## config.mk

```make
export PLATFORM = sky130hd
export DESIGN_NAME = qarma_refl_cell
export DESIGN_NICKNAME = d
export VERILOG_FILES = /design/src/qarma_pkg.sv /design/src/qarma_refl_cell.sv
export SDC_FILE = /design/constraint.sdc
export NUM_CORES = 1
export LEC_CHECK = 0
export BUFFER_PORTS_ARGS = -buffer_cell sky130_fd_sc_hd__buf_2
export CORE_MARGIN = 2
export CORE_UTILIZATION = 25
export DETAILED_ROUTE_END_ITERATION = 10
export PLACE_DENSITY = 0.49
export SYNTH_ARGS = -nofsm -noshare
export SYNTH_HDL_FRONTEND = slang
export SYNTH_SLANG_ARGS = --single-unit
```

## constraint.sdc

```tcl
create_clock -name clk -period 6.7 [get_ports clk]
set_input_delay 1.005 -clock clk [delete_from_list [all_inputs] [get_ports clk]]
set_output_delay 1.005 -clock clk [all_outputs]
set_load 0.02 [all_outputs]
```

## src/qarma_pkg.sv

```systemverilog
// shared types, constants and cell functions for the qarma-64 encrypt pipeline
// no dependencies
package qarma_pkg;

  typedef logic [63:0] blk_t;
  typedef logic [3:0]  nib_t;
  typedef nib_t        perm_t [16];

  localparam int RC_DEPTH = 16;

  localparam logic [2:0] CFG_W0     = 3'd0;
  localparam logic [2:0] CFG_W1     = 3'd1;
  localparam logic [2:0] CFG_CORE   = 3'd2;
  localparam logic [2:0] CFG_MIDDLE = 3'd3;
  localparam logic [2:0] CFG_ROUNDS = 3'd4;

  localparam nib_t  SBOX     [16] = '{4'd0, 4'd14, 4'd2, 4'd10, 4'd9, 4'd15, 4'd8, 4'd11,
                                      4'd6, 4'd4, 4'd3, 4'd7, 4'd13, 4'd12, 4'd1, 4'd5};
  localparam perm_t SHUF_FWD = '{4'd0, 4'd11, 4'd6, 4'd13, 4'd10, 4'd1, 4'd12, 4'd7,
                                  4'd5, 4'd14, 4'd3, 4'd8, 4'd15, 4'd4, 4'd9, 4'd2};
  localparam perm_t SHUF_BWD = '{4'd0, 4'd5, 4'd15, 4'd10, 4'd13, 4'd8, 4'd2, 4'd7,
                                  4'd11, 4'd14, 4'd4, 4'd1, 4'd6, 4'd3, 4'd9, 4'd12};
  localparam perm_t TWK_FWD  = '{4'd6, 4'd5, 4'd14, 4'd15, 4'd0, 4'd1, 4'd2, 4'd3,
                                  4'd7, 4'd12, 4'd13, 4'd4, 4'd8, 4'd9, 4'd10, 4'd11};
  localparam perm_t TWK_BWD  = '{4'd4, 4'd5, 4'd6, 4'd7, 4'd11, 4'd1, 4'd0, 4'd8,
                                  4'd12, 4'd13, 4'd14, 4'd15, 4'd9, 4'd10, 4'd2, 4'd3};
  // cells that carry the tweak lfsr
  localparam logic [15:0] LFSR_MASK = 16'b1101_1000_1001_0100;

  localparam blk_t ROUND_CONST [RC_DEPTH] = '{
    64'h0000000000000000, 64'h13198A2E03707344, 64'hA4093822299F31D0,
    64'h082EFA98EC4E6C89, 64'h452821E638D01377, 64'hBE5466CF34E90C6C,
    64'h3F84D5B5B5470917, 64'h9216D5D98979FB1B, 64'hD1310BA698DFB5AC,
    64'h2FFD72DBD01ADFB7, 64'hB8E1AFED6A267E96, 64'hBA7C9045F12C7F99,
    64'h24A19947B3916CF7, 64'h0801F2E2858EFC16, 64'h636920D871574E69,
    64'hA458FEA3F4933D7E};
  localparam blk_t ALPHA = 64'hC0AC29B7C97C50DD;

  function automatic nib_t get_cell(input blk_t v, input int i);
    return v[63-4*i -: 4];
  endfunction

  function automatic blk_t permute(input blk_t v, input perm_t p);
    blk_t r;
    for (int i = 0; i < 16; i++) begin
      r[63-4*i -: 4] = get_cell(v, int'(p[i]));
    end
    return r;
  endfunction

  function automatic blk_t subcells(input blk_t v);
    blk_t r;
    for (int i = 0; i < 16; i++) begin
      r[63-4*i -: 4] = SBOX[get_cell(v, i)];
    end
    return r;
  endfunction

  function automatic nib_t rot1(input nib_t v);
    return {v[2:0], v[3]};
  endfunction

  function automatic nib_t rot2(input nib_t v);
    return {v[1:0], v[3:2]};
  endfunction

  function automatic blk_t mix(input blk_t v);
    blk_t r;
    nib_t s0, s1, s2, s3;
    for (int j = 0; j < 4; j++) begin
      s0 = get_cell(v, j);
      s1 = get_cell(v, j + 4);
      s2 = get_cell(v, j + 8);
      s3 = get_cell(v, j + 12);
      r[63-4*j -: 4]      = rot1(s1) ^ rot2(s2) ^ rot1(s3);
      r[63-4*(j+4) -: 4]  = rot1(s0) ^ rot1(s2) ^ rot2(s3);
      r[63-4*(j+8) -: 4]  = rot2(s0) ^ rot1(s1) ^ rot1(s3);
      r[63-4*(j+12) -: 4] = rot1(s0) ^ rot2(s1) ^ rot1(s2);
    end
    return r;
  endfunction

  function automatic blk_t tweak_fwd(input blk_t v);
    blk_t r;
    nib_t c;
    r = permute(v, TWK_FWD);
    for (int i = 0; i < 16; i++) begin
      c = get_cell(r, i);
      if (LFSR_MASK[15-i]) begin
        r[63-4*i -: 4] = {c[0] ^ c[1], c[3:1]};
      end
    end
    return r;
  endfunction

  function automatic blk_t tweak_bwd(input blk_t v);
    blk_t r;
    nib_t c;
    r = v;
    for (int i = 0; i < 16; i++) begin
      c = get_cell(v, i);
      if (LFSR_MASK[15-i]) begin
        r[63-4*i -: 4] = {c[2:0], c[0] ^ c[3]};
      end
    end
    return permute(r, TWK_BWD);
  endfunction

endpackage

```

## src/qarma_refl_cell.sv

```systemverilog
// central reflector cell of the encrypt pipeline
// depends on qarma_pkg
module qarma_refl_cell import qarma_pkg::*; (
  input  logic clk,
  input  logic rst_n,
  input  logic valid_i,
  input  blk_t state_i,
  input  blk_t tweak_i,
  input  blk_t w0,
  input  blk_t w1,
  input  blk_t refl_key,
  output logic valid_o,
  output blk_t state_o,
  output blk_t tweak_o
);

  logic valid_r;
  blk_t state_r, state_nxt, tweak_r;

  always_comb begin
    blk_t x;
    x = state_i ^ w1 ^ tweak_i;
    x = subcells(mix(permute(x, SHUF_FWD)));
    x = mix(permute(x, SHUF_FWD)) ^ refl_key;
    x = subcells(permute(x, SHUF_BWD));
    x = permute(mix(x), SHUF_BWD);
    state_nxt = x ^ w0 ^ tweak_i;
  end

  always_ff @(posedge clk) begin
    if (!rst_n) begin
      valid_r <= 1'b0;
    end else begin
      valid_r <= valid_i;
    end
  end

  always_ff @(posedge clk) begin
    state_r <= state_nxt;
    tweak_r <= tweak_i;
  end

  assign valid_o = valid_r;
  assign state_o = state_r;
  assign tweak_o = tweak_r;

endmodule

```

* After elaboration in Yosys (flattened, before gate mapping) *
Memories as Yosys holds them, arrays and structs flattened.
Index checks and enable logic that the tools add are counted.

operators by class
  $lt $le $gt $ge = 32
  muxes and demuxes = 64
  bitwise operators = 133

operators with widths
  operator                                    number
  bitwise XOR 4 bit                           96
  bitwise XOR 64 bit                          5
  two-way mux 4 bit                           64
  >= comparator 5 bit, second input constant  32
  inverter 4 -> 5 bit                         32

word-level totals
  register bits after elaboration = 129
  bits in read-only memories = 2048
  input bits = 323
  output and inout port bits = 129
  word-level logic and storage cells = 264
  memories = 32

memory list
  name             depth  width  rd ports  clocked after memory_dff  wr ports  RTL line         RTL
  (no name shown)  16     4      1         0                         0         qarma_pkg.sv:54  r[63-4*i -: 4] = SBOX[get_cell(v, i)];
  (no name shown)  16     4      1         0                         0         qarma_pkg.sv:54
  (no name shown)  16     4      1         0                         0         qarma_pkg.sv:54
  (no name shown)  16     4      1         0                         0         qarma_pkg.sv:54
  (no name shown)  16     4      1         0                         0         qarma_pkg.sv:54
  (no name shown)  16     4      1         0                         0         qarma_pkg.sv:54
  +26 memories     -      -      -         -                         -         -

* Logic depth before layout (Yosys ltp) *
  depth after elaboration = 19
  gate-level depth with buffers = 10

* Least setup slack after synthesis *
OpenSTA, ideal clock, no wires.

  path type = input -> register
  start = in w1[21]
  end = reg state_r[33] (netlist: state_o[33])
  arrival time = 3.647 ns
  setup slack = 2.932 ns
  cell stages on the path = 10
  cell sequence = xnor3_1 xnor3_1 nor3b_1 a211o_1 xor2_2 xnor2_1 nor2_1 a221o_1 xor2_2 xnor2_1

between the ends
  cells in the longest elaborated chain, start to end = 19

ends and longest elaborated chain
  element                                               RTL line               RTL
  start, declared                                       qarma_refl_cell.sv:10  input blk_t w1,
  bitwise XOR 64 bit (*) (2 in a row)                   qarma_refl_cell.sv:22  x = state_i ^ w1 ^ tweak_i;
  bitwise XOR 4 bit (2 in a row)                        qarma_pkg.sv:78        r[63-4*(j+12) -: 4] = rot1(s0) ^ rot2(s1) ^ rot1(s2);
  inverter 4 -> 5 bit (not written as such)             qarma_pkg.sv:54
  memory (16 x 4 bit)                                   -
  two-way mux 4 bit (not written as such) (2 in a row)  qarma_pkg.sv:54
  bitwise XOR 4 bit (2 in a row)                        qarma_pkg.sv:77        r[63-4*(j+8) -: 4] = rot2(s0) ^ rot1(s1) ^ rot1(s3);
  bitwise XOR 64 bit (*)                                qarma_refl_cell.sv:24  x = mix(permute(x, SHUF_FWD)) ^ refl_key;
  inverter 4 -> 5 bit (not written as such)             qarma_pkg.sv:54
  memory (16 x 4 bit)                                   -
  two-way mux 4 bit (not written as such) (2 in a row)  qarma_pkg.sv:54
  bitwise XOR 4 bit                                     qarma_pkg.sv:76        r[63-4*(j+4) -: 4] = rot1(s0) ^ rot1(s2) ^ rot2(s3);
  bitwise XOR 4 bit (*)                                 qarma_pkg.sv:76
  bitwise XOR 64 bit (*) (2 in a row)                   qarma_refl_cell.sv:27  state_nxt = x ^ w0 ^ tweak_i;
  via state_nxt[33]                                     qarma_refl_cell.sv:18  blk_t state_r, state_nxt, tweak_r;
  end signal, assigned                                  qarma_refl_cell.sv:39  state_r <= state_nxt;
  end, declared                                         qarma_refl_cell.sv:18

Mark *: on every way through the listed nets, which the timed path passes. The rest lies on a longest branch. The select of a mux whose other input is x is not followed.
A chain may end at the register's enable or synchronous reset.

* Final worst setup path *
  start = in tweak_i[5]
  end = reg state_r[35] (netlist: state_o[35])

between the ends
  cells in the longest elaborated chain, start to end = 18

ends and longest elaborated chain
  element                                               RTL line               RTL
  start, declared                                       qarma_refl_cell.sv:8   input blk_t tweak_i,
  bitwise XOR 64 bit (*)                                qarma_refl_cell.sv:22
  bitwise XOR 4 bit (2 in a row)                        qarma_pkg.sv:75        r[63-4*j -: 4] = rot1(s1) ^ rot2(s2) ^ rot1(s3);
  inverter 4 -> 5 bit (not written as such)             qarma_pkg.sv:54
  memory (16 x 4 bit)                                   -
  two-way mux 4 bit (not written as such) (2 in a row)  qarma_pkg.sv:54
  bitwise XOR 4 bit (2 in a row)                        qarma_pkg.sv:75
  bitwise XOR 64 bit (*)                                qarma_refl_cell.sv:24
  inverter 4 -> 5 bit (not written as such)             qarma_pkg.sv:54
  memory (16 x 4 bit)                                   -
  two-way mux 4 bit (not written as such) (2 in a row)  qarma_pkg.sv:54
  bitwise XOR 4 bit                                     qarma_pkg.sv:76
  bitwise XOR 4 bit (*)                                 qarma_pkg.sv:76
  bitwise XOR 64 bit (*) (2 in a row)                   qarma_refl_cell.sv:27
  via state_nxt[35]                                     qarma_refl_cell.sv:18

Marks and branches as above.

==> out/results.tsv <==
metric	value	unit
Critical Path AT	4.46	ns
Ys Warns	0	
Crit path buffers/inverters	1	
HP Class	input pin to register	
Num CTS Buffers	17	
Critical Path Source Type	input pin	
min Tclk post-route	4.110	ns
post-CTS setup buffers	0	
routed wire length	41.76	mm
Total GRT Usage	16.45	%
ys async rst share	0	%
first-pass GRT wire length	58.14	mm
CP max stage cell	xnor3_1	
Post-route DRC	0	
area leader, netlist	dfxtp_1	
gp weighted congestion	0.8152	
post-synthesis register bit count	129	
hold-fix buffer count after cts	0	
Chip Width	224.9	um
Mapped Cells	983	
Post-Syn Nets	1306	
IO Port Bufs	451	
worst-margin pin slew	0.8625	ns
crit end category	register	
family with the most delay on the worst path	XOR/XNOR gates	
area share of the largest cell type after synthesis	21.16	%
largest net degree at the start of global routing	17	
top_reg_cell synth	dfxtp_1	
routed len/inst	20.01	um
share of layout cells above drive strength 1	42.36	%
Max Clock Freq	243.3	MHz
Starting Density	25.45	%
Fin Setup TNS	0	ns
die area	50600	um2
Worst-path clk slew	0.06	ns
Crit Path Class	input pin to register	
Post-synth EDFFs	0	
post-synth cell types	65	
Synth Area in Compound Gates	10.70	%
vias in the first global route	9000	
post-route cell area	15880	um2
top cells by area, synth	dfxtp_1 21%, xnor3_1 20%, xnor2_1 20%	
post-synthesis sequential area ratio	21.16	%
worst-path maximum fanout	6	
DPL Wire Length	37.16	mm
mapped cell area	12200	um2
hold_ws	0.6668	ns
core area	47950	um2
Post-DP Area	15230	um2
Fin. Hold Viols	0	
Crit path required time	7.05	ns
top cells by count, synth	283 x xnor2_1, 129 x dfxtp_1, 111 x xnor3_1, 72 x xor2_1, 36 x a21oi_1	
CTS tree	built	
row count	80	
post-synthesis adder-cell area fraction	1.528	%
Max-Cap Viols	0	
CP max stage delay	0.57	ns
Final nets	1776	
max-slew violation count	0	
vias per cell	4.196	
first-pass iteration count of the detailed router	5	
chip height	224.9	um
clock buffer depth	2	
CP cell instances	buf_2, xnor3_1, xnor3_1, nand2_1, a32oi_2, xor2_1, xnor2_1, nor2_1, o21ai_1, xor2_1, xnor2_1	
Iteration-0 DRC Markers	261	
multiplexer share of the synthesized area	1.312	%
Synth Area in Simple Gates	3.763	%
DRT antenna net count	0	
Final Util	33.12	%
initial antenna violation count	17	
largest family of logic cells by synthesized area	XOR/XNOR gates	
status	complete, no violations	
Setup violations, final	0	
Ports	452	
GR Overflow Total	0	
Clock Sinks	129	
Synth Area in XOR/XNOR	61.25	%
RSZ-0062 raised after global routing	no	
synthesis-to-finish area growth	30.11	%
Slew headroom	42.09	%
Clock Root Buffer	clkbuf_16	
PostCTS Resize Cnt	0	
syn_area_per_cell	12.41	um2
top-count cell post-synth	xnor2_1	
via count	8757	
Final Cycle Share	61.34	%
CTS H-tree depth	4	
## cells by family after synthesis
kind of cell	after synthesis
simple gates	96
compound gates	161
xor+xnor	555
buf+inv	9
mux	16
fa+ha+maj	17
flops	129
## metrics by stage
step,setup slack [ns],std cells
2_1_floorplan,2.932,983
3_3_place_gp,2.067,2049
3_5_place_dp,2.038,2049
4_1_cts,2.575,2081
5_1_grt,2.380,2081
6_report,2.590,2087
## sequential cells by signal, summed over array words and instances (netlist names)
signal   flops
state_o     64
tweak_o     64
valid_o      1
## cell type report
type,count,area [um2]
Fill cell,4861,32070
Multi-Input combinational cell,845,9587
Sequential cell,129,2582
Timing Repair Buffer,451,2257
Tap cell,615,769.5
Clock buffer,18,429.2
Clock inverter,14,203.9
Inverter,9,33.78
Antenna cell,6,15.01
## final timing paths
path	cells past startpoint	endpoint	startpoint	slack, ns
worst max-delay path	11	state_o[35]	tweak_i[5]	2.59
worst min-delay path	1	tweak_o[38]	tweak_i[38]	0.67
## cell usage in the layout (no fill, tap or decap), types with 10 or more instances in the layout
cell / netlist / routed
xnor2_2: 21 / 21
mux2i_1: 16 / 16
xnor2_1: 283 / 283
nor2b_1: 11 / 11
o22a_1: 11 / 11
a21oi_2: 15 / 15
xor3_1: 18 / 18
xor2_2: 15 / 15
a21oi_1: 36 / 36
maj3_2: 10 / 10
buf_2: 0 / 451
xnor3_2: 29 / 29
xor2_1: 72 / 72
dfxtp_1: 129 / 129
o21ai_1: 14 / 14
nor2_1: 35 / 35
nand2_1: 24 / 24
xnor3_1: 111 / 111
clkbuf_16: 0 / 17
## per-layer routing
layer / part of all wire (%) / global-route usage (%)
met3: 7.0 / 5.424
met1: 42 / 19.51
met5: 0.34 / 0
met4: 1.3 / 4.379
met2: 49 / 28.44
Power is left out: the tool's default activity adds up to more than one toggle a clock period on the data nets, which glitch-free logic cannot reach.
