==> src/qarma_pkg.sv <==
// shared types, constants and cell functions for the qarma-64 encrypt pipeline
// no dependencies
package qarma_pkg;

  typedef logic [63:0] blk_t;
  typedef logic [3:0]  nib_t;
  typedef nib_t        perm_t [16];

  localparam int RC_DEPTH = 16;

  localparam logic [2:0] CFG_W0     = 3'd0;
  localparam logic [2:0] CFG_W1     = 3'd1;
  localparam logic [2:0] CFG_CORE   = 3'd2;
  localparam logic [2:0] CFG_MIDDLE = 3'd3;
  localparam logic [2:0] CFG_ROUNDS = 3'd4;

  localparam nib_t  SBOX     [16] = '{4'd0, 4'd14, 4'd2, 4'd10, 4'd9, 4'd15, 4'd8, 4'd11,
                                      4'd6, 4'd4, 4'd3, 4'd7, 4'd13, 4'd12, 4'd1, 4'd5};
  localparam perm_t SHUF_FWD = '{4'd0, 4'd11, 4'd6, 4'd13, 4'd10, 4'd1, 4'd12, 4'd7,
                                  4'd5, 4'd14, 4'd3, 4'd8, 4'd15, 4'd4, 4'd9, 4'd2};
  localparam perm_t SHUF_BWD = '{4'd0, 4'd5, 4'd15, 4'd10, 4'd13, 4'd8, 4'd2, 4'd7,
                                  4'd11, 4'd14, 4'd4, 4'd1, 4'd6, 4'd3, 4'd9, 4'd12};
  localparam perm_t TWK_FWD  = '{4'd6, 4'd5, 4'd14, 4'd15, 4'd0, 4'd1, 4'd2, 4'd3,
                                  4'd7, 4'd12, 4'd13, 4'd4, 4'd8, 4'd9, 4'd10, 4'd11};
  localparam perm_t TWK_BWD  = '{4'd4, 4'd5, 4'd6, 4'd7, 4'd11, 4'd1, 4'd0, 4'd8,
                                  4'd12, 4'd13, 4'd14, 4'd15, 4'd9, 4'd10, 4'd2, 4'd3};
  // cells that carry the tweak lfsr
  localparam logic [15:0] LFSR_MASK = 16'b1101_1000_1001_0100;

  localparam blk_t ROUND_CONST [RC_DEPTH] = '{
    64'h0000000000000000, 64'h13198A2E03707344, 64'hA4093822299F31D0,
    64'h082EFA98EC4E6C89, 64'h452821E638D01377, 64'hBE5466CF34E90C6C,
    64'h3F84D5B5B5470917, 64'h9216D5D98979FB1B, 64'hD1310BA698DFB5AC,
    64'h2FFD72DBD01ADFB7, 64'hB8E1AFED6A267E96, 64'hBA7C9045F12C7F99,
    64'h24A19947B3916CF7, 64'h0801F2E2858EFC16, 64'h636920D871574E69,
    64'hA458FEA3F4933D7E};
  localparam blk_t ALPHA = 64'hC0AC29B7C97C50DD;

  function automatic nib_t get_cell(input blk_t v, input int i);
    return v[63-4*i -: 4];
  endfunction

  function automatic blk_t permute(input blk_t v, input perm_t p);
    blk_t r;
    for (int i = 0; i < 16; i++) begin
      r[63-4*i -: 4] = get_cell(v, int'(p[i]));
    end
    return r;
  endfunction

  function automatic blk_t subcells(input blk_t v);
    blk_t r;
    for (int i = 0; i < 16; i++) begin
      r[63-4*i -: 4] = SBOX[get_cell(v, i)];
    end
    return r;
  endfunction

  function automatic nib_t rot1(input nib_t v);
    return {v[2:0], v[3]};
  endfunction

  function automatic nib_t rot2(input nib_t v);
    return {v[1:0], v[3:2]};
  endfunction

  function automatic blk_t mix(input blk_t v);
    blk_t r;
    nib_t s0, s1, s2, s3;
    for (int j = 0; j < 4; j++) begin
      s0 = get_cell(v, j);
      s1 = get_cell(v, j + 4);
      s2 = get_cell(v, j + 8);
      s3 = get_cell(v, j + 12);
      r[63-4*j -: 4]      = rot1(s1) ^ rot2(s2) ^ rot1(s3);
      r[63-4*(j+4) -: 4]  = rot1(s0) ^ rot1(s2) ^ rot2(s3);
      r[63-4*(j+8) -: 4]  = rot2(s0) ^ rot1(s1) ^ rot1(s3);
      r[63-4*(j+12) -: 4] = rot1(s0) ^ rot2(s1) ^ rot1(s2);
    end
    return r;
  endfunction

  function automatic blk_t tweak_fwd(input blk_t v);
    blk_t r;
    nib_t c;
    r = permute(v, TWK_FWD);
    for (int i = 0; i < 16; i++) begin
      c = get_cell(r, i);
      if (LFSR_MASK[15-i]) begin
        r[63-4*i -: 4] = {c[0] ^ c[1], c[3:1]};
      end
    end
    return r;
  endfunction

  function automatic blk_t tweak_bwd(input blk_t v);
    blk_t r;
    nib_t c;
    r = v;
    for (int i = 0; i < 16; i++) begin
      c = get_cell(v, i);
      if (LFSR_MASK[15-i]) begin
        r[63-4*i -: 4] = {c[2:0], c[0] ^ c[3]};
      end
    end
    return permute(r, TWK_BWD);
  endfunction

endpackage

==> src/qarma_bwd_cell.sv <==
// one backward round cell, handling the round with constant index CIDX
// depends on qarma_pkg
module qarma_bwd_cell import qarma_pkg::*; #(
  parameter int CIDX = 0
) (
  input  logic       clk,
  input  logic       rst_n,
  input  logic       valid_i,
  input  blk_t       state_i,
  input  blk_t       tweak_i,
  input  logic [4:0] rounds,
  input  blk_t       round_key,
  output logic       valid_o,
  output blk_t       state_o,
  output blk_t       tweak_o
);

  localparam logic [4:0] RIDX = 5'(CIDX);

  logic valid_r;
  blk_t state_r, state_nxt, tweak_r, tweak_nxt;

  always_comb begin
    blk_t x, tn;
    tn = tweak_bwd(tweak_i);
    x = subcells(state_i);
    // last backward round skips mix and shuffle
    if (CIDX != 0) begin
      x = permute(mix(x), SHUF_BWD);
    end
    x = x ^ tn ^ round_key ^ ALPHA ^ ROUND_CONST[CIDX % RC_DEPTH];
    if (RIDX < rounds) begin
      state_nxt = x;
      tweak_nxt = tn;
    end else begin
      state_nxt = state_i;
      tweak_nxt = tweak_i;
    end
  end

  always_ff @(posedge clk) begin
    if (!rst_n) begin
      valid_r <= 1'b0;
    end else begin
      valid_r <= valid_i;
    end
  end

  always_ff @(posedge clk) begin
    state_r <= state_nxt;
    tweak_r <= tweak_nxt;
  end

  assign valid_o = valid_r;
  assign state_o = state_r;
  assign tweak_o = tweak_r;

endmodule

==> config.mk <==
export PLATFORM = sky130hd
export DESIGN_NAME = qarma_bwd_cell
export DESIGN_NICKNAME = d
export VERILOG_FILES = /design/src/qarma_pkg.sv /design/src/qarma_bwd_cell.sv
export SDC_FILE = /design/constraint.sdc
export NUM_CORES = 1
export LEC_CHECK = 0
export BUFFER_PORTS_ARGS = -buffer_cell sky130_fd_sc_hd__buf_2
export CAP_MARGIN = 20
export CORE_MARGIN = 5
export CORE_UTILIZATION = 49
export DETAILED_ROUTE_END_ITERATION = 7
export MAX_ROUTING_LAYER = met4
export PLACE_DENSITY = 0.81
export RECOVER_POWER = 50
export SLEW_MARGIN = 20
export SYNTH_ARGS = -nofsm -noshare
export SYNTH_HDL_FRONTEND = slang
export SYNTH_SLANG_ARGS = --single-unit
==> constraint.sdc <==
create_clock -name clk -period 1.5 [get_ports clk]
set_input_delay 0 -clock clk [delete_from_list [all_inputs] [get_ports clk]]
set_output_delay 0 -clock clk [all_outputs]
set_load 0.01 [all_outputs]
Yosys cells after proc, flatten, opt, wreduce, memory -nomap -nowiden
Memories as Yosys holds them, arrays and structs flattened.
Index checks and enable logic that the tools add are counted.

word-level totals
  flip-flop bits (word level) = 129
  ROM bits = 1024
  output and inout bits = 129
  logic and storage cells = 96
  memories kept = 16

memory list
  memory           depth  bits a word  rd ports  clocked after Yosys merged registers in  write ports  line             RTL
  (no name shown)  16     4            1         0                                        0            qarma_pkg.sv:54  r[63-4*i -: 4] = SBOX[get_cell(v, i)];
  (no name shown)  16     4            1         0                                        0            qarma_pkg.sv:54
  (no name shown)  16     4            1         0                                        0            qarma_pkg.sv:54
  (no name shown)  16     4            1         0                                        0            qarma_pkg.sv:54
  (no name shown)  16     4            1         0                                        0            qarma_pkg.sv:54
  (no name shown)  16     4            1         0                                        0            qarma_pkg.sv:54
  +10 memories     --     --           --        --                                       --           --

operators by class
  magnitude comparators = 17
  multiplexer cells = 34
  bitwise logic cells = 26

operators by type and width
  kind                                                                  number
  4-bit two-way mux                                                     32
  64-bit two-way mux                                                    2
  64-bit XOR                                                            2
  5-bit greater-or-equal comparator (second input constant)             16
  4-bit inverter with 5-bit output                                      16
  32-bit inverter                                                       1
  1-bit XOR                                                             7
  1-bit by 5-bit < comparator with 1-bit output (first input constant)  1

Logic depth before layout (Yosys ltp)
Gate-level depths: netlist of the first run.

  depth after elaboration = 8
  mapped depth = 7

Worst setup path before layout of the first run
OpenSTA, ideal clock, no wires.

  kind = input-to-reg
  start = input port rounds[4]
  end = register state_r[27], in the netlist state_o[27]
  setup time = 0.127 ns
  arrival = 1.194 ns
  required time = 1.373 ns
  setup slack = 0.180 ns
  stages = 6
  buffers on the path = 2
  path through = or3_1 > buf_6 > nor2_8 > buf_6 > o21ai_1 > or3_1

on the way
  word-level cells in the longest chain between the ends = 2

RTL lines
  element                                        line                  RTL
  from (decl)                                    qarma_bwd_cell.sv:11  input logic [4:0] rounds,
  1-bit by 5-bit < comparator with 1-bit output  qarma_bwd_cell.sv:32  if (RIDX < rounds) begin
  64-bit two-way mux                             qarma_bwd_cell.sv:32
  via state_nxt[27]                              qarma_bwd_cell.sv:21  blk_t state_r, state_nxt, tweak_r, tweak_nxt;
  to (signal assigned)                           qarma_bwd_cell.sv:50  state_r <= state_nxt;
  to (decl)                                      qarma_bwd_cell.sv:21

The timed path passes the listed nets, and every way through them passes these cells.
A chain may end at the register's enable or synchronous reset.

Final worst setup path of the first run
  start = input port tweak_i[11]
  end = register state_r[24], in the netlist state_o[24]

on the way
  word-level cells in the longest chain between the ends = 5

RTL lines
  element                           line                  RTL
  from (decl)                       qarma_bwd_cell.sv:10  input blk_t tweak_i,
  1-bit XOR                         qarma_pkg.sv:103      r[63-4*i -: 4] = {c[2:0], c[0] ^ c[3]};
  64-bit XOR (2 in a row)           qarma_bwd_cell.sv:31  x = x ^ tn ^ round_key ^ ALPHA ^ ROUND_CONST[CIDX % RC_DEPTH];
  32-bit inverter (no source line)  --
  64-bit two-way mux                qarma_bwd_cell.sv:32
  via state_nxt[24]                 qarma_bwd_cell.sv:21

The timed path passes the listed nets, and every way through them passes these cells.

==> impl_metrics.ini, run 1 <==
[outcome]
outcome = finished with violations
violations = negative setup slack

[global_routing]
globalRouteOverflowTotal = 0
antenna_found_initial = 3
grt_pass1_vias = 9376
grt_max_degree = 57
grt_pass1_wl_um = 47600
grt.total_usage_pct = 32.97

[placed_design]
io_buffers = 328
globalplace.congestion = 0.8920
place_hpwl_um = 20640

[min_path]
hold_end = state_o[18]
worstHoldPathType = in2reg
min_path_cells = 4
hp-start = round_key[18]

[setup_path]
cpPeakStageDelay_ps = 560
cp.depth = 6
crit_required_ps = 1870
crit_fanout = 4
crit_slowest_cell = dlygate4sd3_1
path_class = in2reg
crit_path_end_kind = flop
arrival_ps = 1900
crit_path_cell_trace = dlygate4sd3_1 -> buf_2 -> xnor3_2 -> or4b_4 -> o211ai_1 -> a211o_1
cp_top_family = buffers and inverters
crit_path_start_kind = input port
crit_buf_inv = 2

[die]
fp-row-count = 46
die_h_um = 137.7
fp.dieW_um = 137.7
start_util_pct = 50.09
die_area_mm2 = 0.01895
design.portCount = 329
coreArea_mm2 = 0.01594

[clock_network]
cts_tree = yes
clockBufferDepth = 2
cts_made_buffers = 17
cts_max_level = 4
cts.sinks = 129
clockRootBuffer = clkbuf_16
clk_pin_slew_worst_paths_ps = 60
postCtsSetupBuffers = 0

[yosys]
synth-main-ff-cell = dfxtp_1
syn-mean-instance-area_um2 = 7.836
yosysMostFrequentCell = nand2_1
ys_ff_latch = 129
synth-async-reset-ratio_pct = 0
syn_area_mm2 = 0.007985
netlist_instances = 1019
synth-edff-count = 0
syn_nets = 1219
yosysTopAreaCell = dfxtp_1
ys_warn_count = 0
synth.distinct_cells = 55
yosysSeqAreaShare_pct = 32.34
synthTopCellsByArea = dfxtp_1 (32%), nand2_1 (10%), xnor2_1 (7.7%), a21oi_1 (3.2%), nand2b_1 (2.7%)
synth_common_cells = nand2_1 (220), dfxtp_1 (129), xnor2_1 (70)
synth_top_area_share_pct = 32.34

[timing]
fmax_mhz = 651.6
drv_slew = 0
holdWs_ps = 0.6371
setup_viol = 1
tightestPinTransition_ps = 499.0
postLayoutSetupSlackWorst_ps = -34.79
max_slew_margin_pct = 66.50
period_share_pct = 102.3
fin_crit_ps = 1535
finalHoldViolations = 0
rsz0062_at_grt = true

[routing]
via_per_inst = 5.704
drt_iter0_drc = 775
routed_wl_um = 32710
wl_per_cell_um = 18.96
ant_nets = 0
first_pass_iters = 8
vias = 9839
post-route-drc-count = 0

[job]
drv_cap = 0

[final_layout]
synthToLayoutAreaGrowth_pct = 51.03
drive_above_1_share_pct = 22.18
layout.nets = 1695
fin_util_pct = 75.65

[pwr]
power_density_mw_per_mm2 = 932.6
leakage_nw = 5.455
irDropWorstVdd_mv = 0.8030
[cell type report]
type	instances	area, um2
multi-input cells	793	5074
fillers	1106	3882
repair buffers	529	3478
flip-flops and latches	129	2582
clock buffers	24	471.7
well taps	216	270.3
inverters	25	93.84
clock inverters	6	82.58
diodes	3	7.507
[timing repair]
action                                  4_1_cts  5_1_grt
gates resized for setup                       0       17
endpoints found under the hold margin       124        0
hold buffers                                158        0
endpoints found under the setup margin        0       12
[where the power goes]
part | leakage (nW) | switching [mW] | internal (mW) | total [mW]
Clock | 0.270 | 1.49 | 2.51 | 4.00
Sequential | 1.09 | 0.141 | 3.85 | 3.99
Combinational | 4.10 | 1.73 | 1.53 | 3.26
Total | 5.45 | 3.36 | 7.89 | 11.2
[state kept, by name, indices dropped and copies added (netlist names)]
signal,count
tweak_o,64
state_o,64
valid_o,1
[kinds of logic after synthesis]
family / synth area share (%)
compound gates: 19.85
fa+ha+maj: 2.006
mux: 4.152
xor+xnor: 12.10
buf+inv: 5.124
flops: 32.34
simple gates: 24.43
[metal layers]
| metal | wire [um] | up-vias | GRT usage, % | share of wire (%) |
|---|---|---|---|---|
| met4 | 2023 | 0 | 20.73 | 6.2 |
| met1 | 11980 | 4555 | 35.88 | 37 |
| li1 | - | 4487 | - | - |
| met5 | 0 | - | - | 0 |
| met2 | 15750 | 635 | 54.80 | 48 |
| met3 | 2956 | 162 | 6.903 | 9.0 |
[how the worst max path moves through the flow]
stage,start,end,slack [ps]
4_1_cts,tweak_i[8],state_o[24],20
5_1_grt,tweak_i[11],state_o[24],-40
2_1_floorplan,rounds[4],state_o[27],180
6_report,tweak_i[11],state_o[24],-30
3_5_place_dp,rounds[4],state_o[29],-120
3_3_place_gp,rounds[4],state_o[43],-90
[stage by stage]
stage | power (mW) | setup TNS (ps) | std cells | worst slack, ps | area, um2
2_1_floorplan | 5.637 | 0 | 1019 | 179.5 | 7985
3_3_place_gp | 6.817 | -873.1 | 1534 | -87.25 | 9988
3_5_place_dp | 6.876 | -1689 | 1534 | -124.4 | 9988
4_1_cts | 11.21 | 0 | 1722 | 16.15 | 12120
5_1_grt | 11.67 | -153.6 | 1725 | -37.73 | 12060
6_report | 11.25 | -34.79 | 1725 | -34.79 | 12060
[cell usage in the layout (no fill, tap or decap), types with 8 or more instances in the layout]
master / n
nand2_1: 219
buf_2: 215
dlygate4sd3_1: 158
dfxtp_1: 129
clkbuf_1: 116
xnor2_1: 67
nor2_1: 55
a21oi_1: 51
o21ai_0: 40
buf_4: 38
nand3_1: 36
nand2b_1: 34
nor2b_1: 28
inv_1: 25
o221ai_1: 19
xor2_1: 19
clkbuf_16: 17
maj3_1: 16
o211ai_1: 16
a22o_1: 14
mux2_2: 14
mux2i_1: 14
a22oi_1: 13
or3_1: 13
o31ai_1: 12
a222oi_1: 11
a211oi_1: 10
o22ai_1: 8
(Power assumes the default switching activity.)
==> run 2, diff against run 1 <==
--- a/config.mk
+++ b/config.mk
@@ -7,11 +7,14 @@
 export LEC_CHECK = 0
 export BUFFER_PORTS_ARGS = -buffer_cell sky130_fd_sc_hd__buf_2
 export CAP_MARGIN = 20
+export CELL_PAD_IN_SITES_DETAIL_PLACEMENT = 2
+export CELL_PAD_IN_SITES_GLOBAL_PLACEMENT = 2
 export CORE_MARGIN = 5
-export CORE_UTILIZATION = 49
+export CORE_UTILIZATION = 26
+export CTS_CLUSTER_SIZE = 8
 export DETAILED_ROUTE_END_ITERATION = 7
 export MAX_ROUTING_LAYER = met4
-export PLACE_DENSITY = 0.81
+export PLACE_DENSITY_LB_ADDON = 0.1
 export RECOVER_POWER = 50
 export SLEW_MARGIN = 20
 export SYNTH_ARGS = -nofsm -noshare
==> impl_metrics.ini, run 2 (synthesis gave the netlist of run 1 again) <==
[pwr]
switching_share_pct = 31.82
power_frac_comb_pct = 28.6
p_total_mw = 11.76
power_density_mw_per_mm2 = 941.7
power_frac_seq_pct = 33.8
internal_power_mw = 8.016
leakage_nw = 5.632
power.switching_mw = 3.741
irDropWorstVdd_mv = 0.7308
power_frac_clock_pct = 37.5

[routing]
first_pass_iters = 5
wl_per_cell_um = 20.76
drt_iter0_drc = 338
vias = 9442
via_per_inst = 4.905
ant_nets = 0
routed_wl_um = 39970
post-route-drc-count = 0

[timing]
holdWs_ps = 5.383
fin_crit_ps = 1458
fmax_mhz = 685.8
max_slew_margin_pct = 69.81
period_share_pct = 97.21
drv_slew = 0
tightestPinTransition_ps = 449.7
postLayoutSetupSlackWorst_ps = 41.90
tns_ps = 0
setup_viol = 0
finalHoldViolations = 0

[outcome]
outcome = finished clean

[setup_path]
arrival_ps = 1770
crit_path_start_kind = input port
crit_required_ps = 1810
crit_path_end_kind = flop
path_class = in2reg
crit_fanout = 3

[die]
fp.dieW_um = 185.3
fp-row-count = 64
die_h_um = 185.3
coreArea_mm2 = 0.03043
design.portCount = 329
start_util_pct = 26.24
die_area_mm2 = 0.03432

[placed_design]
place_hpwl_um = 27930
globalplace.congestion = 0.8087
io_buffers = 328
place_area_mm2 = 0.01040
dp_cells = 1736
pre_cts_ws_ps = -103.5

[clock_network]
cts_made_buffers = 17
clk_pin_slew_worst_paths_ps = 70
cts_max_level = 4
cts.sinks = 129
clockBufferDepth = 2
cts_tree = yes
clockRootBuffer = clkbuf_16

[min_path]
worstHoldPathType = in2reg
hold_end = state_o[11]
min_path_cells = 4
hp-start = round_key[11]

[final_layout]
layout.cells.non_filler = 1925
layout.nets = 1713
final_area_mm2 = 0.01248
drive_above_1_share_pct = 24.92
layout_common_cells = buf_2 (236), nand2_1 (219), dlygate4sd3_1 (148), dfxtp_1 (129), clkbuf_1 (94)
layout_commonest_cell = buf_2
synthToLayoutAreaGrowth_pct = 56.35
fin_util_pct = 41.03

[global_routing]
globalRouteOverflowTotal = 0
grt_pass1_vias = 10410
grt.total_usage_pct = 22.86
antenna_found_initial = 4
grt_pass1_wl_um = 59610
grt_max_degree = 57

[job]
drv_cap = 0
==> run 2: changes by cell type in the layout (fill, tap and decap cells not counted), moves of 10 or more <==
| cell | delta |
|---|---|
| buf_2 | +21 |
| dlygate4sd3_1 | -10 |
| buf_4 | +21 |
| clkbuf_1 | -22 |
==> run 2: worst max path at each step <==
stage	slack, ps	cells past startpoint	from	end
global route	-3	6	tweak_i[24]	state_o[12]
finish	40	6	tweak_i[44]	state_o[60]
CTS	30	9	rounds[4]	tweak_o[29]
floorplan	180	6	rounds[4]	state_o[27]
global placement	-70	7	rounds[4]	state_o[53]
detailed placement	-100	7	rounds[4]	state_o[29]
==> run 2: final cells by class <==
class / instances / area [um2]
Fill cell: 3530 / 17940
Sequential cell: 129 / 2582
Clock inverter: 14 / 166.4
Tap cell: 396 / 495.5
Timing Repair Buffer: 547 / 3650
Antenna cell: 4 / 10.01
Inverter: 25 / 93.84
Clock buffer: 17 / 425.4
Multi-Input combinational cell: 793 / 5061
==> run 2: metal layers <==
layer	share of wire [%]	track usage [%]	routed length, um
met5	0	-	0
met2	51	39.82	20360
met4	1.9	6.254	763
met1	42	26.42	16870
met3	4.9	5.244	1977
==> run 2: what timing repair did <==
item | CTS | global route
gates resized for setup | 0 | 10
hold endpoints to repair | 119 | 0
setup buffers | 0 | 5
setup endpoints to repair | 0 | 14
hold buffers | 148 | 0
==> run 2: power by group through the flow <==
stage	registers [mW]	logic [mW]	clock network, mW
floorplan	4.24	1.39	0
global placement	4.03	3.00	0
detailed placement	4.04	3.05	0
CTS	3.97	3.40	4.53
global route	4.02	3.66	4.66
finish	3.98	3.36	4.41
==> run 2: critical path, cell delays in order <==
cell and delay [ps]:
dlygate4sd3_1 550, buf_2 160, xnor3_1 470, xnor2_1 190, o221ai_1 140, a22o_1 260
==> run 3, diff against run 2 <==
--- a/config.mk
+++ b/config.mk
@@ -5,12 +5,13 @@
 export SDC_FILE = /design/constraint.sdc
 export NUM_CORES = 1
 export LEC_CHECK = 0
+export ABC_AREA = 1
 export BUFFER_PORTS_ARGS = -buffer_cell sky130_fd_sc_hd__buf_2
 export CAP_MARGIN = 20
 export CELL_PAD_IN_SITES_DETAIL_PLACEMENT = 2
 export CELL_PAD_IN_SITES_GLOBAL_PLACEMENT = 2
 export CORE_MARGIN = 5
-export CORE_UTILIZATION = 26
+export CORE_UTILIZATION = 23
 export CTS_CLUSTER_SIZE = 8
 export DETAILED_ROUTE_END_ITERATION = 7
 export MAX_ROUTING_LAYER = met4
==> impl_metrics.ini, run 3 <==
[clock_network]
cts_made_buffers = 17
cts.sinks = 129
cts_tree = yes
cts_max_level = 4
clk_pin_slew_worst_paths_ps = 60
clockRootBuffer = clkbuf_16
clockBufferDepth = 2

[placed_design]
place_hpwl_um = 24500
dp_cells = 1723
io_buffers = 328
globalplace.congestion = 0.8059
pre_cts_ws_ps = 243.8

[timing]
max_slew_margin_pct = 65.81
postLayoutSetupSlackWorst_ps = -50.04
period_share_pct = 103.3
tightestPinTransition_ps = 512.9
fin_crit_ps = 1550
drv_slew = 0
finalHoldViolations = 0
fmax_mhz = 645.1
setup_viol = 1
rsz0062_at_grt = true

[yosys]
syn_nets = 1233
synth_top_area_share_pct = 38.41
ys_ff_latch = 129
synth.distinct_cells = 18
netlist_instances = 1033
yosysMostFrequentCell = nand2_1
yosysTopAreaCell = dfxtp_1
synth_common_cells = nand2_1 (454), dfxtp_1 (129), inv_1 (125)
syn-mean-instance-area_um2 = 6.509
synthTopCellsByArea = dfxtp_1 (38%), nand2_1 (25%), nand3_1 (7.9%), xnor2_1 (7.0%), inv_1 (7.0%)
ys_warn_count = 0
yosysSeqAreaShare_pct = 38.41
synth-main-ff-cell = dfxtp_1
syn_area_mm2 = 0.006724
synth-async-reset-ratio_pct = 0
synth-edff-count = 0

[die]
die_area_mm2 = 0.03275
die_h_um = 181.0
coreArea_mm2 = 0.02878
design.portCount = 329
fp-row-count = 62
fp.dieW_um = 181.0
start_util_pct = 23.36

[pwr]
internal_power_mw = 7.784
power_density_mw_per_mm2 = 959.0
leakage_nw = 6.243
switching_share_pct = 30.06
irDropWorstVdd_mv = 0.6800
p_total_mw = 11.13
power.switching_mw = 3.345
power_frac_comb_pct = 27.6
power_frac_seq_pct = 35.3
power_frac_clock_pct = 37.1

[global_routing]
antenna_found_initial = 5
grt.met3_usage_pct = 4.364
globalRouteOverflowTotal = 0
grt_use_met2_pct = 37.73
grt.total_usage_pct = 21.66
grt_pass1_wl_um = 54350
top_usage_layer = met2
met1_usage_pct = 24.80
grt_max_degree = 79
grt_pass1_vias = 9708

[final_layout]
synthToLayoutAreaGrowth_pct = 72.59
fin_util_pct = 40.32
layout.cells.non_filler = 1955
layout_commonest_cell = nand2_1
fillCellCount = 3422
drive_above_1_share_pct = 25.99
layout.nets = 1753
layout_common_cells = nand2_1 (444), buf_2 (308), dlygate4sd3_1 (195), dfxtp_1 (129), inv_1 (114)

[routing]
first_pass_iters = 4
routed_wl_um = 35440
vias = 8703
wl_per_cell_um = 18.13
post-route-drc-count = 0
ant_nets = 0
via_per_inst = 4.452
drt_iter0_drc = 179

[setup_path]
cpPeakStageDelay_ps = 560
crit_path_end_kind = flop
path_class = in2reg
crit_fanout = 3
crit_path_cell_trace = dlygate4sd3_1 -> buf_2 -> xnor2_2 -> inv_1 -> nand2_1 -> nand3_1 -> nand2_1 -> dlygate4sd3_1
crit_required_ps = 1860
arrival_ps = 1910
crit_slowest_cell = dlygate4sd3_1
crit_path_start_kind = input port

[min_path]
min_path_cells = 6
worstHoldPathType = in2reg

[outcome]
outcome = finished with violations
violations = negative setup slack

[job]
drv_cap = 0
-- run 3: final timing paths --
kind                     startpoint          end  slack (ps)
worst max-delay path    tweak_i[25]  state_o[13]         -50
worst min-delay path  round_key[36]  state_o[36]           8
-- run 3: timing repair --
| item | 4_1_cts | 5_1_grt |
|---|---|---|
| gates resized for setup | 0 | 82 |
| hold buffers | 208 | 0 |
| buffers inserted | 0 | 0 |
| endpoints found under the hold margin | 129 | 0 |
| setup endpoints to repair | 0 | 30 |
-- run 3: logic make-up (layout without fill, tap and decap cells) --
family	Yosys count	count (layout)	synth area share [%]
XOR/XNOR	73	73	9.509
other	0	5	0
AND/OR/NAND/NOR	585	585	35.32
flip-flops	129	129	38.41
buffers and inverters	153	686	9.378
AO/OA/AOI/OAI	93	93	7.387
-- run 3: layer usage --
layer / part of all wire (%) / vias to the layer above / routed length, um
met4: 3.0 / 0 / 1066
met5: 0 / - / 0
li1: - / 4229 / -
met1: 42 / 4181 / 14920
met2: 51 / 226 / 17940
met3: 4.3 / 67 / 1512
-- run 3: power by group through the flow --
stage | registers (mW) | clock network, mW | logic [mW]
2_1_floorplan | 4.21 | 0 | 0.959
3_3_place_gp | 3.99 | 0 | 2.31
3_5_place_dp | 4.00 | 0 | 2.35
4_1_cts | 3.93 | 4.27 | 2.96
5_1_grt | 3.97 | 4.41 | 3.37
6_report | 3.93 | 4.13 | 3.07
-- run 3: area by class of cell --
| type | instances | area (um2) | area share (%) |
|---|---|---|---|
| Timing Repair Buffer | 529 | 3816 | 32.88 |
| Multi-Input combinational cell | 751 | 3676 | 31.68 |
| Sequential cell | 129 | 2582 | 22.25 |
| Tap cell | 384 | 480.5 | 4.140 |
| Inverter | 125 | 471.7 | 4.065 |
| Clock buffer | 22 | 454.2 | 3.914 |
| Clock inverter | 10 | 111.4 | 0.9596 |
| Antenna cell | 5 | 12.51 | 0.1078 |
-- run 3: critical path, delay by kind of cell --
family        cells  cell delay [ps]
buf+inv           4             1360
simple gates      3              310
xor+xnor          1              240
-- run 3: per-stage QoR --
step	hold WS (ps)	instance area, um2	TNS, ps
6_report	8.164	11600	-50.04
5_1_grt	51.29	11600	-100.6
4_1_cts	0.9714	11440	0
3_5_place_dp	201.5	8795	0
3_3_place_gp	182.7	8795	0
2_1_floorplan	93.45	6724	0
